$ cat src/rtl/cleb_pkg.sv
package cleb_pkg;

  localparam logic [7:0] KEY_NUL    = 8'h00;
  localparam logic [7:0] KEY_EOF    = 8'h04;
  localparam logic [7:0] KEY_BS     = 8'h08;
  localparam logic [7:0] KEY_LF     = 8'h0A;
  localparam logic [7:0] KEY_CR     = 8'h0D;
  localparam logic [7:0] KEY_PLIST  = 8'h10;
  localparam logic [7:0] KEY_KILL   = 8'h15;
  localparam logic [7:0] KEY_REBOOT = 8'h1A;
  localparam logic [7:0] KEY_DEL    = 8'h7F;

  typedef enum logic [0:0] {
    OP_KEY  = 1'b0,
    OP_READ = 1'b1
  } op_t;

  typedef enum logic [1:0] {
    CMD_NONE   = 2'd0,
    CMD_REBOOT = 2'd1,
    CMD_PLIST  = 2'd2
  } cmd_t;

  typedef enum logic [1:0] {
    ST_IDLE = 2'b01,
    ST_EXEC = 2'b10
  } state_t;

  typedef struct packed {
    logic       echo_valid;
    logic [7:0] echo_char;
    logic [7:0] echo_backspaces;
    logic       line_ready;
    cmd_t       command;
    logic       read_valid;
    logic [7:0] read_data;
    logic       read_eof;
    logic       read_end;
  } res_t;

endpackage

$ cat src/rtl/cleb_ifs.sv
interface cleb_in_if;
  logic       valid;
  logic       ready;
  logic       op;
  logic [7:0] key_code;
  logic       first_of_read;

  modport source (output valid, output op, output key_code, output first_of_read,
                  input ready);
  modport sink   (input valid, input op, input key_code, input first_of_read,
                  output ready);
endinterface

interface cleb_out_if;
  logic       valid;
  logic       ready;
  logic       echo_valid;
  logic [7:0] echo_char;
  logic [7:0] echo_backspaces;
  logic       line_ready;
  logic [1:0] command;
  logic       read_valid;
  logic [7:0] read_data;
  logic       read_eof;
  logic       read_end;

  modport source (output valid, output echo_valid, output echo_char,
                  output echo_backspaces, output line_ready, output command,
                  output read_valid, output read_data, output read_eof,
                  output read_end, input ready);
  modport sink   (input valid, input echo_valid, input echo_char,
                  input echo_backspaces, input line_ready, input command,
                  input read_valid, input read_data, input read_eof,
                  input read_end, output ready);
endinterface

$ cat src/rtl/cleb_store.sv
module cleb_store #(
  parameter int DEPTH = 128,
  parameter int AW    = 7
) (
  input  logic          clk,
  input  logic          we,
  input  logic [AW-1:0] waddr,
  input  logic [7:0]    wdata,
  input  logic          re,
  input  logic [AW-1:0] raddr,
  output logic [7:0]    rdata
);

  logic [7:0] mem [DEPTH];
  logic [7:0] rdata_r;

  always_ff @(posedge clk) begin
    if (we) begin
      mem[waddr] <= wdata;
    end
  end

  always_ff @(posedge clk) begin
    if (re) begin
      rdata_r <= mem[raddr];
    end
  end

  assign rdata = rdata_r;

endmodule

$ cat src/rtl/cleb_edit.sv
module cleb_edit import cleb_pkg::*; #(
  parameter int BUF_DEPTH = 128,
  parameter int SW        = 7
) (
  input  logic          clk,
  input  logic          rst_n,
  input  logic          in_valid,
  output logic          in_ready,
  input  logic          in_op,
  input  logic [7:0]    in_key,
  input  logic          in_first,
  output logic          out_valid,
  input  logic          out_ready,
  output res_t          out_res,
  output logic          mem_we,
  output logic [SW-1:0] mem_waddr,
  output logic [7:0]    mem_wdata,
  output logic          mem_re,
  output logic [SW-1:0] mem_raddr,
  input  logic [7:0]    mem_rdata
);

  localparam int IDX_MOD = 2 * BUF_DEPTH;
  localparam int IW      = $clog2(IDX_MOD);
  localparam int EW      = (IW > 8) ? IW : 8;

  function automatic logic [IW-1:0] idx_inc(input logic [IW-1:0] i);
    return (i == IW'(IDX_MOD - 1)) ? '0 : i + IW'(1);
  endfunction

  function automatic logic [IW-1:0] idx_dec(input logic [IW-1:0] i);
    return (i == '0) ? IW'(IDX_MOD - 1) : i - IW'(1);
  endfunction

  function automatic logic [IW-1:0] idx_dist(input logic [IW-1:0] hi,
                                             input logic [IW-1:0] lo);
    logic [IW:0] d;
    d = {1'b0, hi} - {1'b0, lo};
    if (d[IW]) begin
      d = d + (IW+1)'(IDX_MOD);
    end
    return d[IW-1:0];
  endfunction

  function automatic logic [SW-1:0] slot_of(input logic [IW-1:0] i);
    logic [IW-1:0] s;
    s = (i >= IW'(BUF_DEPTH)) ? i - IW'(BUF_DEPTH) : i;
    return s[SW-1:0];
  endfunction

  state_t        state_r, state_nxt;
  logic [IW-1:0] read_r, read_nxt;
  logic [IW-1:0] commit_r, commit_nxt;
  logic [IW-1:0] edit_r, edit_nxt;
  logic          op_r;
  logic [7:0]    key_r;
  logic          first_r;
  logic          out_valid_r;
  res_t          res_r, res_nxt;
  logic          accept;
  logic          finish;
  logic          store;
  logic [7:0]    store_char;
  logic [IW-1:0] dist_er;
  logic [IW-1:0] dist_ec;
  logic [EW-1:0] kill_cnt;

  assign in_ready  = (state_r == ST_IDLE);
  assign accept    = in_valid && in_ready;
  assign finish    = (state_r == ST_EXEC) && (!out_valid_r || out_ready);
  assign out_valid = out_valid_r;
  assign out_res   = res_r;

  assign mem_re    = accept;
  assign mem_raddr = slot_of(read_r);
  assign mem_we    = finish && store;
  assign mem_waddr = slot_of(edit_r);
  assign mem_wdata = store_char;

  assign dist_er  = idx_dist(edit_r, read_r);
  assign dist_ec  = idx_dist(edit_r, commit_r);
  assign kill_cnt = EW'(dist_ec);
  assign store_char = (key_r == KEY_CR) ? KEY_LF : key_r;

  always_comb begin
    res_nxt    = '0;
    read_nxt   = read_r;
    commit_nxt = commit_r;
    edit_nxt   = edit_r;
    store      = 1'b0;
    if (op_r == OP_KEY) begin
      unique case (key_r) inside
        KEY_REBOOT: begin
          res_nxt.command = CMD_REBOOT;
        end
        KEY_PLIST: begin
          res_nxt.command = CMD_PLIST;
        end
        KEY_KILL: begin
          edit_nxt = commit_r;
          res_nxt.echo_backspaces = (kill_cnt > EW'(255)) ? 8'd255 : kill_cnt[7:0];
        end
        KEY_BS, KEY_DEL: begin
          if (edit_r != commit_r) begin
            edit_nxt = idx_dec(edit_r);
            res_nxt.echo_backspaces = 8'd1;
          end
        end
        default: begin
          if (key_r != KEY_NUL && dist_er < IW'(BUF_DEPTH)) begin
            store              = 1'b1;
            edit_nxt           = idx_inc(edit_r);
            res_nxt.echo_valid = 1'b1;
            res_nxt.echo_char  = store_char;
            if (store_char == KEY_LF || store_char == KEY_EOF ||
                dist_er == IW'(BUF_DEPTH - 1)) begin
              commit_nxt         = idx_inc(edit_r);
              res_nxt.line_ready = 1'b1;
            end
          end
        end
      endcase
    end else begin
      if (read_r != commit_r) begin
        res_nxt.read_valid = 1'b1;
        res_nxt.read_data  = mem_rdata;
        if (mem_rdata == KEY_EOF) begin
          res_nxt.read_eof = 1'b1;
          if (first_r) begin
            read_nxt = idx_inc(read_r);
          end
        end else begin
          read_nxt = idx_inc(read_r);
          res_nxt.read_end = (mem_rdata == KEY_LF);
        end
      end
    end
  end

  always_comb begin
    state_nxt = state_r;
    unique case (state_r)
      ST_IDLE: if (accept) state_nxt = ST_EXEC;
      ST_EXEC: if (finish) state_nxt = ST_IDLE;
      default: state_nxt = ST_IDLE;
    endcase
  end

  always_ff @(posedge clk) begin
    if (!rst_n) begin
      state_r     <= ST_IDLE;
      read_r      <= '0;
      commit_r    <= '0;
      edit_r      <= '0;
      out_valid_r <= 1'b0;
    end else begin
      state_r <= state_nxt;
      if (finish) begin
        read_r      <= read_nxt;
        commit_r    <= commit_nxt;
        edit_r      <= edit_nxt;
        out_valid_r <= 1'b1;
      end else if (out_ready) begin
        out_valid_r <= 1'b0;
      end
    end
  end

  always_ff @(posedge clk) begin
    if (accept) begin
      op_r    <= in_op;
      key_r   <= in_key;
      first_r <= in_first;
    end
    if (finish) begin
      res_r <= res_nxt;
    end
  end

endmodule

$ cat src/rtl/console_line_editor_buffer_top.sv
// Console line editor: keyboard characters are edited into a ring of
// BUF_DEPTH bytes and committed as lines that a reader pops one byte at a
// time; every item gives exactly one result. The line memory is read in the
// cycle the item is taken and the result is formed and written back in the
// execute state, which waits while the previous result is not taken, so at
// most one item is in flight; a new one is taken when the last is through.
// A result not taken holds the block after its next item has been taken.
// The line memory is not cleared after reset and needs no start-up pass.
module console_line_editor_buffer_top import cleb_pkg::*; #(
  parameter int BUF_DEPTH = 128
) (
  input  logic       clk,
  input  logic       rst_n,
  cleb_in_if.sink    in_ch,
  cleb_out_if.source out_ch
);

  localparam int SW = (BUF_DEPTH > 1) ? $clog2(BUF_DEPTH) : 1;

  logic          mem_we;
  logic [SW-1:0] mem_waddr;
  logic [7:0]    mem_wdata;
  logic          mem_re;
  logic [SW-1:0] mem_raddr;
  logic [7:0]    mem_rdata;
  res_t          res;

  cleb_store #(
    .DEPTH (BUF_DEPTH),
    .AW    (SW)
  ) u_store (
    .clk   (clk),
    .we    (mem_we),
    .waddr (mem_waddr),
    .wdata (mem_wdata),
    .re    (mem_re),
    .raddr (mem_raddr),
    .rdata (mem_rdata)
  );

  cleb_edit #(
    .BUF_DEPTH (BUF_DEPTH),
    .SW        (SW)
  ) u_edit (
    .clk       (clk),
    .rst_n     (rst_n),
    .in_valid  (in_ch.valid),
    .in_ready  (in_ch.ready),
    .in_op     (in_ch.op),
    .in_key    (in_ch.key_code),
    .in_first  (in_ch.first_of_read),
    .out_valid (out_ch.valid),
    .out_ready (out_ch.ready),
    .out_res   (res),
    .mem_we    (mem_we),
    .mem_waddr (mem_waddr),
    .mem_wdata (mem_wdata),
    .mem_re    (mem_re),
    .mem_raddr (mem_raddr),
    .mem_rdata (mem_rdata)
  );

  assign out_ch.echo_valid      = res.echo_valid;
  assign out_ch.echo_char       = res.echo_char;
  assign out_ch.echo_backspaces = res.echo_backspaces;
  assign out_ch.line_ready      = res.line_ready;
  assign out_ch.command         = res.command;
  assign out_ch.read_valid      = res.read_valid;
  assign out_ch.read_data       = res.read_data;
  assign out_ch.read_eof        = res.read_eof;
  assign out_ch.read_end        = res.read_end;

`ifndef SYNTHESIS
  a_one_in_flight: assert property (@(posedge clk) disable iff (!rst_n)
    in_ch.valid && in_ch.ready |=> !in_ch.ready)
    else $error("item taken while another is in flight");

  a_read_excl: assert property (@(posedge clk) disable iff (!rst_n)
    out_ch.valid && out_ch.read_valid |->
      !out_ch.echo_valid && !out_ch.line_ready && out_ch.echo_backspaces == 8'd0)
    else $error("read result mixed with edit result");

  a_eof_byte: assert property (@(posedge clk) disable iff (!rst_n)
    out_ch.valid && out_ch.read_eof |-> out_ch.read_valid && out_ch.read_data == KEY_EOF)
    else $error("end of file flagged on wrong byte");

  a_echo_mapped: assert property (@(posedge clk) disable iff (!rst_n)
    out_ch.valid && out_ch.echo_valid |->
      out_ch.echo_char != KEY_CR && out_ch.echo_char != KEY_NUL)
    else $error("unmapped character echoed");
`endif

endmodule
$ cat src/flat_wrapper.sv
// flat-port wrapper written by rule: the top's interface ports become plain ports
module console_line_editor_buffer_top_flat import cleb_pkg::*;
#(
  parameter int BUF_DEPTH = 128
)
  (clk, rst_n, in_ch_valid, in_ch_op, in_ch_key_code, in_ch_first_of_read, in_ch_ready, out_ch_valid, out_ch_echo_valid, out_ch_echo_char, out_ch_echo_backspaces, out_ch_line_ready, out_ch_command, out_ch_read_valid, out_ch_read_data, out_ch_read_eof, out_ch_read_end, out_ch_ready);
  cleb_in_if in_ch_i ();
  cleb_out_if out_ch_i ();
  input  logic clk;
  input  logic rst_n;
  input wire logic [$bits(in_ch_i.valid)-1:0] in_ch_valid;
  input wire logic [$bits(in_ch_i.op)-1:0] in_ch_op;
  input wire logic [$bits(in_ch_i.key_code)-1:0] in_ch_key_code;
  input wire logic [$bits(in_ch_i.first_of_read)-1:0] in_ch_first_of_read;
  output wire logic [$bits(in_ch_i.ready)-1:0] in_ch_ready;
  output wire logic [$bits(out_ch_i.valid)-1:0] out_ch_valid;
  output wire logic [$bits(out_ch_i.echo_valid)-1:0] out_ch_echo_valid;
  output wire logic [$bits(out_ch_i.echo_char)-1:0] out_ch_echo_char;
  output wire logic [$bits(out_ch_i.echo_backspaces)-1:0] out_ch_echo_backspaces;
  output wire logic [$bits(out_ch_i.line_ready)-1:0] out_ch_line_ready;
  output wire logic [$bits(out_ch_i.command)-1:0] out_ch_command;
  output wire logic [$bits(out_ch_i.read_valid)-1:0] out_ch_read_valid;
  output wire logic [$bits(out_ch_i.read_data)-1:0] out_ch_read_data;
  output wire logic [$bits(out_ch_i.read_eof)-1:0] out_ch_read_eof;
  output wire logic [$bits(out_ch_i.read_end)-1:0] out_ch_read_end;
  input wire logic [$bits(out_ch_i.ready)-1:0] out_ch_ready;
  assign in_ch_i.valid = in_ch_valid;
  assign in_ch_i.op = in_ch_op;
  assign in_ch_i.key_code = in_ch_key_code;
  assign in_ch_i.first_of_read = in_ch_first_of_read;
  assign in_ch_ready = in_ch_i.ready;
  assign out_ch_valid = out_ch_i.valid;
  assign out_ch_echo_valid = out_ch_i.echo_valid;
  assign out_ch_echo_char = out_ch_i.echo_char;
  assign out_ch_echo_backspaces = out_ch_i.echo_backspaces;
  assign out_ch_line_ready = out_ch_i.line_ready;
  assign out_ch_command = out_ch_i.command;
  assign out_ch_read_valid = out_ch_i.read_valid;
  assign out_ch_read_data = out_ch_i.read_data;
  assign out_ch_read_eof = out_ch_i.read_eof;
  assign out_ch_read_end = out_ch_i.read_end;
  assign out_ch_i.ready = out_ch_ready;
  console_line_editor_buffer_top #(.BUF_DEPTH(BUF_DEPTH)) u_core (.clk(clk), .rst_n(rst_n), .in_ch(in_ch_i), .out_ch(out_ch_i));
endmodule
$ cat config.mk
export PLATFORM = sky130hd
export DESIGN_NAME = console_line_editor_buffer_top_flat
export DESIGN_NICKNAME = d
export VERILOG_FILES = /design/src/rtl/cleb_pkg.sv /design/src/rtl/cleb_ifs.sv /design/src/rtl/cleb_store.sv /design/src/rtl/cleb_edit.sv /design/src/rtl/console_line_editor_buffer_top.sv /design/src/flat_wrapper.sv
export SDC_FILE = /design/constraint.sdc
export NUM_CORES = 1
export LEC_CHECK = 0
export BUFFER_PORTS_ARGS = -buffer_cell sky130_fd_sc_hd__buf_2
export CAP_MARGIN = 20
export CELL_PAD_IN_SITES_DETAIL_PLACEMENT = 0
export CELL_PAD_IN_SITES_GLOBAL_PLACEMENT = 1
export CORE_MARGIN = 8
export CORE_UTILIZATION = 30
export DETAILED_ROUTE_END_ITERATION = 7
export PLACE_DENSITY_LB_ADDON = 0.1
export SETUP_SLACK_MARGIN = 0.05
export SLEW_MARGIN = 20
export SYNTH_ARGS = -nofsm -noshare
export SYNTH_HDL_FRONTEND = slang
export SYNTH_HIERARCHICAL = 1
export SYNTH_SLANG_ARGS = --single-unit
$ cat constraint.sdc
create_clock -name clk -period 7.2 [get_ports clk]
set_input_delay 0.72 -clock clk [delete_from_list [all_inputs] [get_ports clk]]
set_output_delay 0.72 -clock clk [all_outputs]
set_load 0.05 [all_outputs]
==> metrics.txt <==
Final ANT Viol Nets 0; fin crit period approximately 5600 ps; clk buf depth 3; Worst Hold Class primary input to register; post-route clock period utilization roughly 78%; Mapped Area ~0.044 mm2; Area Overhead vs Synth 14.7%; first-pass GRT wire length around 170 mm; Detailed Route Iter0 Violations 1607; CTS sink count 1100; Routed WL 118 mm; Distinct cells, synth 64; io pins between 40 and 50; critical path's slowest cell dfxtp_1; nets around 2200; crit path cell chain inv_1, ha_1, and2_4, a221oi_2, nand3_2, nor2_1, and2_1, nand3_1, buf_4, nor2_1; RSZ-0062 raised after global routing no; Core Region between 0.1 and 0.15 mm2; DP HPWL 71.1 mm; Die Area approximately 0.16 mm2; PortBufs 46; placed cells 3920; peak supply drop a little over 200 uV; Top FF cell, synth edfxtp_1; PnR worst setup slack 1570 ps; register bit total from synthesis 1100; Worst R2R Path Depth 10; slew at the pin with the worst max-slew slack 1080 ps; non-filler cells in the finished layout 4145; DR WL/cell approximately 28 um; FFs w/ async S/R, synth 0%; H-Tree Depth 3; outcome finished clean; Levels on crit path 10; Die W between 300 and 400 um; post-synthesis sequential area ratio 74.9%; row count between 100 and 150; Root Buffer Master clkbuf_16; EDFF count, synth roughly 1100; part of the power in the clock network 45.6%; sw frac about a fifth; Clock Latency Late Sink around 750 ps; fillcell total roughly 13000; R2R Setup Slk ~1600 ps; NetSw around 2.7 mW; initial antenna violation count 3; worst stage delay on the critical path between 900 and 1000 ps; Worst path most repeated cell nor2_1; Min-Delay Endpoint u_core/u_edit/key_r[3]; dpl ws between 1500 and 2000 ps; cts bufs inserted between 100 and 150; cell count after synthesis approximately 2000; register area around 0.033 mm2; Synth Net Count 2076; CP startpoint kind register; crit path kind register to register; max_slew headroom between 20% and 30%; Final Util approximately a third; min-delay src in_ch_key_code[3]; DP Area between 0.04 and 0.05 mm2; CTS Hold Buffers Added 0; Hold Fails Final Rpt 0; Hold Path Depth 1; remaining global-route overflow 0; pwr dens between 200 and 300 mW/mm2; vias in the first global route 21700; drt first pass iters 5; CTS tree done; Achievable Freq 178 MHz; Total GRT Usage between 10% and 20%; register share of total power a little over half; Required @ worst endpoint between 7000 and 8000 ps; skew final between 40 and 50 ps; max_cap viols 0; PostCTS Resize Cnt 0; setup TNS 0 ps; CP arrival between 5000 and 6000 ps; final setup vio count 0; drt drc 0; critical path endpoint category register; Starting Density between 30% and 40%; layout cell share with drive strength beyond 1 approximately 28%; Worst R2R End u_core/u_store/mem[43][1]; via count between 20000 and 25000; Synth Area per Inst about 21 um2; largest net degree at the start of global routing about 150; CP max FO 18; Final Cell Area roughly 0.050 mm2; post-CTS setup buffer count 0; Multi-input gate area about 0.010 mm2; Largest delay share family, worst path simple AND/OR/NAND/NOR gates; combinational share of power between 1.5 and 2%; Ys Warns 6; RR Startpoint u_core/u_edit/read_r[6]; Clock Pin Slew Worst Setup and Hold Paths roughly 60 ps; Die H between 300 and 400 um; CP bufs+invs 2; vias per inst between 4 and 5; Slew Limit Fails 0; Int Pwr between 10 and 15 mW; leakage power 14.8 nW; Placer Congestion 0.757
## synth_stat cells, types with 2 or more instances
cell type | instances | share of area (%)
and3_1 | 4 | 0.057
nand2_1 | 32 | 0.27
xor2_1 | 17 | 0.34
nand3b_1 | 3 | 0.051
fa_1 | 2 | 0.092
a31oi_1 | 3 | 0.043
ha_1 | 19 | 0.54
nor4_1 | 7 | 0.10
nor2_1 | 159 | 1.4
mux4_2 | 336 | 17
o211ai_1 | 4 | 0.069
buf_1 | 18 | 0.15
nand3_1 | 25 | 0.29
nand4_1 | 7 | 0.10
and2_1 | 20 | 0.29
buf_4 | 25 | 0.43
dfxtp_1 | 27 | 1.2
buf_2 | 20 | 0.23
buf_6 | 4 | 0.10
a211oi_1 | 8 | 0.14
a311oi_1 | 2 | 0.040
edfxtp_1 | 1073 | 74
a21boi_0 | 2 | 0.034
a21oi_1 | 21 | 0.24
clkbuf_1 | 56 | 0.48
o211a_1 | 3 | 0.069
nor3_1 | 19 | 0.22
o21ai_0 | 16 | 0.18
nand4b_1 | 2 | 0.040
o31ai_1 | 3 | 0.051
mux2i_1 | 2 | 0.046
inv_1 | 21 | 0.18
xnor2_1 | 14 | 0.28
a32oi_1 | 2 | 0.040
mux2_2 | 8 | 0.21
or4_1 | 3 | 0.051
nand2b_1 | 11 | 0.16
nor2b_1 | 10 | 0.14
or3_1 | 7 | 0.10
a221oi_1 | 2 | 0.040
## layout by cell type, fill, tap and decap left out, types with 4 or more instances in the layout
cell / n
clkinv_2: 25
mux4_2: 336
nand2_2: 4
clkbuf_1: 25
ha_1: 19
buf_4: 32
and3_1: 4
nand2_1: 29
bufinv_16: 11
mux2_2: 8
edfxtp_1: 1073
dfxtp_4: 4
nor4_1: 7
nor2_1: 159
and2_1: 20
clkinv_1: 29
o21ai_0: 15
clkbuf_16: 125
dfxtp_1: 23
or3_1: 7
xor2_1: 17
buf_12: 7
nand3_1: 25
nor2b_1: 9
nor3_1: 13
nor3_2: 6
o211ai_1: 4
a21oi_1: 21
nand2b_1: 11
a211oi_1: 8
xnor2_1: 14
inv_1: 21
nand4_1: 7
buf_2: 46
## worst reg2reg max path, cell delays in order, from the launching register on
cell      delay [ps]
dfxtp_1          960
inv_1            250
ha_1             390
and2_4           160
a221oi_2         260
nand3_2          170
nor2_1           520
and2_1           570
nand3_1          830
buf_4            510
nor2_1           620
## kinds of logic after synthesis
| group | Yosys count | share of synthesized area, % |
|---|---|---|
| AOI/OAI and AO/OA | 80 | 1.26 |
| xor gates and xnor gates | 32 | 0.658 |
| adders and majority gates | 21 | 0.635 |
| buffers and inverters | 145 | 1.58 |
| DFF | 1100 | 74.9 |
| muxes | 346 | 17.5 |
| and+or+nand+nor | 317 | 3.43 |
## power groups by stage
stage | clock, mW | sequential [mW] | combinational [mW]
after floorplan | 0 | 7.22 | 0.0956
after global placement | 0 | 7.20 | 0.224
after detailed placement | 0 | 7.20 | 0.228
after CTS | 6.29 | 7.06 | 0.227
after global routing | 6.51 | 7.06 | 0.236
final | 6.09 | 7.06 | 0.213
## area by class of cell
type | count | share of cell area (%)
multi-input cells | 796 | 20.7
clock buffers | 150 | 6.42
diodes | 1 | 0.00499
repair buffers | 85 | 1.22
inverters | 22 | 0.165
clock inverters | 74 | 1.39
flip-flops and latches | 1100 | 65.3
well taps | 1917 | 4.78
## through the flow
step | hold WS (ps) | power [mW]
6_report | 151 | 13.4
5_1_grt | 82.3 | 13.8
4_1_cts | 58.9 | 13.6
3_5_place_dp | 516 | 7.42
3_3_place_gp | 507 | 7.42
2_1_floorplan | 483 | 7.31
## worst max-delay path by stage
stage,start,endpoint,slack [ps]
CTS,u_core/u_edit/read_r[6],u_core/u_store/mem[43][2],1470
detailed placement,u_core/u_edit/read_r[6],u_core/u_store/mem[43][4],1520
finish,u_core/u_edit/read_r[6],u_core/u_store/mem[43][1],1570
global placement,u_core/u_edit/read_r[6],u_core/u_store/mem[67][2],1640
global route,u_core/u_edit/read_r[6],u_core/u_store/mem[58][4],1290
floorplan,u_core/u_edit/key_r[5],u_core/u_store/mem[0][0],60
## sequential cells by signal (all words and copies together), names as in the netlist
name and count:
u_core/u_edit/key_r 8, u_core/u_edit/out_res 31, u_core/u_store/mem 1024, u_core/u_edit/first_r 1, u_core/u_edit/read_r 8, u_core/u_edit/commit_r 8
u_core/u_edit/op_r 1, u_core/u_edit/out_valid 1, u_core/u_edit/state_r 2, u_core/u_store/rdata 8, u_core/u_edit/edit_r 8
## metal layers
layer	track usage (%)	vias up	wire [um]
met2	24.4	476	57000
met3	2.22	137	4440
met4	4.20	0	2690
met5	0	-	0
met1	20.6	11300	53800
li1	-	8667	-
Note: power is estimated with default switching activity, not from simulation.
